<file path="src/mm_pkg.sv">
// Shared constants, types and helpers for the matrix multiply unit.
`default_nettype none

package mm_pkg;

    // Matrix size limits
    localparam int MAX_ROWS  = 64;
    localparam int MAX_INNER = 64;
    localparam int MAX_COLS  = 64;

    localparam int A_DEPTH = MAX_ROWS * MAX_INNER;
    localparam int B_DEPTH = MAX_INNER * MAX_COLS;
    localparam int A_AW    = $clog2(A_DEPTH);
    localparam int B_AW    = $clog2(B_DEPTH);

    // Field widths
    localparam int SIZE_W  = 7;
    localparam int IDX_W   = 12;
    localparam int ELEM_W  = 16;
    localparam int POS_W   = 6;
    localparam int PROD_W  = 2 * ELEM_W;
    localparam int VAL_W   = 32;
    localparam int ACC_W   = PROD_W + $clog2(MAX_INNER) + 1;
    localparam int CFG_IW  = 2;
    localparam int LIM_W   = 2 * SIZE_W;

    // Request codes
    localparam logic [1:0] REQ_LOAD_A  = 2'd0;
    localparam logic [1:0] REQ_LOAD_B  = 2'd1;
    localparam logic [1:0] REQ_COMPUTE = 2'd2;

    // Configuration register indexes
    localparam logic [CFG_IW-1:0] CFG_ROWS_A    = 2'd0;
    localparam logic [CFG_IW-1:0] CFG_INNER_DIM = 2'd1;
    localparam logic [CFG_IW-1:0] CFG_COLS_B    = 2'd2;

    // Saturation bounds for the accumulator
    localparam logic signed [ACC_W-1:0] ACC_SAT_HI =
        {{(ACC_W-VAL_W+1){1'b0}}, {(VAL_W-1){1'b1}}};
    localparam logic signed [ACC_W-1:0] ACC_SAT_LO =
        {{(ACC_W-VAL_W+1){1'b1}}, {(VAL_W-1){1'b0}}};

    // Controller to datapath commands
    typedef struct packed {
        logic load;      // write the accepted load beat into A or B
        logic start;     // latch a compute request, clear the sum
        logic issue;     // read one A/B pair and step the addresses
        logic mul_en;    // multiply the pair read last cycle
        logic acc_en;    // add the registered product into the sum
        logic out_load;  // move the finished result into the output register
    } t_dp_cmd;

    // Datapath to controller status
    typedef struct packed {
        logic last;       // the pair being issued is the last one
        logic range_err;  // the offered compute names a row or column out of range
    } t_dp_stat;

    // Clamp a written size into 1..max
    function automatic logic [SIZE_W-1:0] clamp_size(input logic [SIZE_W-1:0] v,
                                                     input int max_v);
        logic [SIZE_W-1:0] r;
        r = v;
        if (r == '0) begin
            r = SIZE_W'(1);
        end
        if (int'(r) > max_v) begin
            r = SIZE_W'(max_v);
        end
        return r;
    endfunction

endpackage

`default_nettype wire

</file>
<file path="src/mm_ctrl.sv">
// Controller: request decode, dot-product sequencing and output handshake.
`default_nettype none

module mm_ctrl
    import mm_pkg::*;
(
    input  wire logic       i_clk,
    input  wire logic       i_rst_n,
    input  wire logic       i_in_valid,
    output logic            o_in_ready,
    input  wire logic [1:0] i_req_type,
    output logic            o_out_valid,
    input  wire logic       i_out_ready,
    input  wire t_dp_stat   i_stat,
    output t_dp_cmd         o_cmd
);

    typedef enum logic [3:0] {
        ST_IDLE   = 4'b0001,
        ST_RUN    = 4'b0010,
        ST_DRAIN  = 4'b0100,
        ST_FINISH = 4'b1000
    } t_state;

    t_state r_state, n_state;
    logic   r_v1, r_v2;
    logic   accept, out_free;

    assign o_in_ready = (r_state == ST_IDLE);
    assign accept     = i_in_valid && o_in_ready;
    assign out_free   = !o_out_valid || i_out_ready;

    // Next state and commands
    always_comb begin
        n_state = r_state;
        o_cmd   = '0;
        o_cmd.mul_en = r_v1;
        o_cmd.acc_en = r_v2;
        case (r_state)
            ST_IDLE: begin
                if (accept) begin
                    case (i_req_type)
                        REQ_LOAD_A, REQ_LOAD_B: begin
                            o_cmd.load = 1'b1;
                        end
                        REQ_COMPUTE: begin
                            o_cmd.start = 1'b1;
                            n_state = i_stat.range_err ? ST_FINISH : ST_RUN;
                        end
                        default: begin
                        end
                    endcase
                end
            end
            ST_RUN: begin
                o_cmd.issue = 1'b1;
                if (i_stat.last) begin
                    n_state = ST_DRAIN;
                end
            end
            ST_DRAIN: begin
                if (!r_v1 && !r_v2) begin
                    n_state = ST_FINISH;
                end
            end
            ST_FINISH: begin
                if (out_free) begin
                    o_cmd.out_load = 1'b1;
                    n_state = ST_IDLE;
                end
            end
            default: begin
                n_state = ST_IDLE;
            end
        endcase
    end

    // State, pipeline valid flags, output valid
    always_ff @(posedge i_clk) begin
        if (!i_rst_n) begin
            r_state     <= ST_IDLE;
            r_v1        <= 1'b0;
            r_v2        <= 1'b0;
            o_out_valid <= 1'b0;
        end else begin
            r_state <= n_state;
            r_v1    <= o_cmd.issue;
            r_v2    <= r_v1;
            if (o_cmd.out_load) begin
                o_out_valid <= 1'b1;
            end else if (i_out_ready) begin
                o_out_valid <= 1'b0;
            end
        end
    end

endmodule

`default_nettype wire

</file>
<file path="config.mk">
export PLATFORM = sky130hd
export DESIGN_NAME = mm_ctrl
export DESIGN_NICKNAME = d
export VERILOG_FILES = /design/src/mm_pkg.sv /design/src/mm_ctrl.sv
export SDC_FILE = /design/constraint.sdc
export NUM_CORES = 1
export LEC_CHECK = 0
export BUFFER_PORTS_ARGS = -buffer_cell sky130_fd_sc_hd__buf_4
export CORE_AREA = 4 4 41 43
export CTS_CLUSTER_SIZE = 12
export DETAILED_ROUTE_END_ITERATION = 10
export DIE_AREA = 0 0 45 47
export HOLD_SLACK_MARGIN = 0.03
export SLEW_MARGIN = 20
export SYNTH_ARGS = -nofsm -noshare
export SYNTH_HDL_FRONTEND = slang
export SYNTH_SLANG_ARGS = --single-unit
</file>
<file path="constraint.sdc">
create_clock -name i_clk -period 1.4 [get_ports i_clk]
set_input_delay 0.21 -clock i_clk [delete_from_list [all_inputs] [get_ports i_clk]]
set_output_delay 0.21 -clock i_clk [all_outputs]
set_load 0.005 [all_outputs]
</file>
==> run metrics <==
Top delay family on crit path=simple AND/OR/NAND/NOR gates; Least-Margin Pin Slew=280 ps; r2r endpoint=r_state[3]; antenna violations before repair=0; top_reg_cell synth=dfxtp_1; vias per std cell=4.75; final count of negative-setup-slack endpoints=7; Max clock buf depth=2; failing checks=setup timing; peak supply drop=0.572 mV; Post-synth EDFFs=0; Num CTS Buffers=3; die area=0.00212 mm^2; top post-synthesis cells by area=dfxtp_1, nor2b_1, buf_4, nand3b_1, nor4b_2; I/O Buffers=15; CP endpoint kind=primary output; Startpoint Class=register; Seq/Total Area, Yosys=0.367; cell accounting for the most synthesized area=dfxtp_1; GRT overflow=0; pwr/cell area=757 mW/mm^2; Setup WS pre-CTS=-68.8 ps; Clock Sinks=7; DRC=0; Cells after Synth=41; Synth top area share=0.367; syn nets=49; max-slew violations=0; Yosys reg bits=7; maximum fanout along the worst path=5; Crit Reg-Reg Startpoint=r_state[1]; HPWL after DPL=762 um; R2R depth=6; Die Span X=45 um; CP arrival=1470 ps; I/O Pins=16; Cell Area, Synth=382 um^2; dominant cell by count in the synthesized netlist=dfxtp_1; maximum clock frequency=596 MHz; detailed-route via count=423; Worst Clk Skew=0.371 ps; # diodes=0; # nets final=83; worst skew pair latency=250 ps; hold crit path type=in2reg; busiest layer in global routing=met2; synth unique cells=25; status=finished with violations; clk slew on worst S/H paths=50 ps; vias in the first global route=433; final hold violations=0; Area growth, synth to finish=87.9%; share of post-route cells with drive strength above 1=0.635; YS warnings=0; multi-input combinational cell area=277 um^2; final worst path period need=1680 ps; first-pass GRT wire length=1.86 mm; Routed Wire Length=1.11 mm; Initial Utilization=0.293; post-DR wirelength/cell=12.5 um; met1 GRT Util=0.125; post-route cell area=717 um^2; hold_sp=i_stat[1]; Critical-path top delay cell=or4b_4; fraction of registers with async set/reset=0; synthesized area per cell=9.31 um^2; Post-synth top cells=dfxtp_1, nor2_1, nor2b_1; die height=47 um; CTS tree=done; CORE AREA=0.00130 mm^2; max_cap viols=0; crit-path max cell delay=580 ps; Total Routing Usage GR=0.127; P_leak=0.321 nW; Hold Path Depth=3; Reg area=144 um^2; final setup margin=-277 ps; CP Data Required Time=1190 ps; critical path class=reg2out; DR pass1 iterations=2; number of fill cells=128; Post-DP Area=581 um^2; GR Util met3=0.0613; routability cong.=0.723; largest net degree at the start of global routing=8; CTS root buffer=clkbuf_4; DRT antenna net count=0; RSZ-0062 raised after global routing=true; met2 GRT Util=0.237; First DRT Iteration DRCs=3; Cell Rows=13; post-route total power=0.000543 W; period utilization=1.20; Worst slew margin=0.812; WP buf/inv=1; crit-path cells=or4b_4 -> nor3b_2 -> buf_4; total negative slack=-1410 ps; H-tree depth=1; hold worst-path end=r_state[2]; reg-to-reg slack, setup=-270 ps
routing by layer:
metal / part of all wire / wire length (um)
met1: 0.39 / 438
met2: 0.54 / 596
met3: 0.069 / 77
met4: 0 / 0
met5: 0 / 0
worst reg2reg max path, cell delays in order, from the launching register on:
cell and delay [ps]:
dfxtp_2 330, or4b_4 580, buf_4 160, buf_6 110, o21ai_4 150, a2111oi_4 50, a22o_1 180
metrics by stage:
stage               std cells  hold slack (ps)  utilization
floorplan                  41              328            -
global placement           80              460        0.446
detailed placement         80              472        0.446
CTS                        89              227        0.539
global route               89              235        0.551
finish                     89              236        0.551
worst max-delay path by stage:
stage / slack [ps] / end / startpoint / cells past startpoint
2_1_floorplan: 2 / r_state[3] / r_state[3] / 4
3_3_place_gp: -80 / r_state[0] / r_state[0] / 5
3_5_place_dp: -70 / o_cmd[5] / r_state[3] / 3
4_1_cts: -280 / o_cmd[5] / r_state[1] / 3
5_1_grt: -340 / o_cmd[5] / r_state[1] / 3
6_report: -280 / o_cmd[5] / r_state[1] / 3
kinds of logic (layout without fill, tap and decap cells):
kind of cell,Yosys count,in the layout,synth area share
flip-flops,7,7,0.367
AND/OR/NAND/NOR,20,20,0.370
buffers and inverters,4,37,0.0590
AO/OA/AOI/OAI,9,9,0.180
XOR/XNOR,1,1,0.0230
registers in the layout, indices dropped and copies added, names as in the netlist:
signal / count
r_state: 4
o_out_valid: 1
r_v1: 1
r_v2: 1
layout by cell type (no fill, tap or decap), drive strengths merged, types with 2 or more instances in the layout:
master,count
nor3,2
o21ai,2
inv,2
clkbuf,4
buf,31
nand2b,2
and2,2
nor2b,3
nor2,3
dfxtp,7
or4b,2
nand3b,2
area by class of cell:
class	instances	share of cell area
clock buffer	4	0.0366
inverter	2	0.0105
multi-input combinational	30	0.386
sequential	7	0.201
tap	15	0.0262
timing repair buffer	31	0.340
power by group:
| group | leakage [nW] | switching, W | internal [W] |
|---|---|---|---|
| Sequential | 0.0573 | 0.00000628 | 0.000206 |
| Combinational | 0.248 | 0.0000547 | 0.0000870 |
| Clock | 0.0150 | 0.0000792 | 0.000109 |
what timing repair did:
action / CTS / global route
endpoints found under the setup margin: 7 / 9
setup buffers: 5 / 0
pin swaps: 6 / 1
hold buffers: 0 / 0
resized for setup: 11 / 4
No activity file was read; power rests on OpenSTA's default activity.
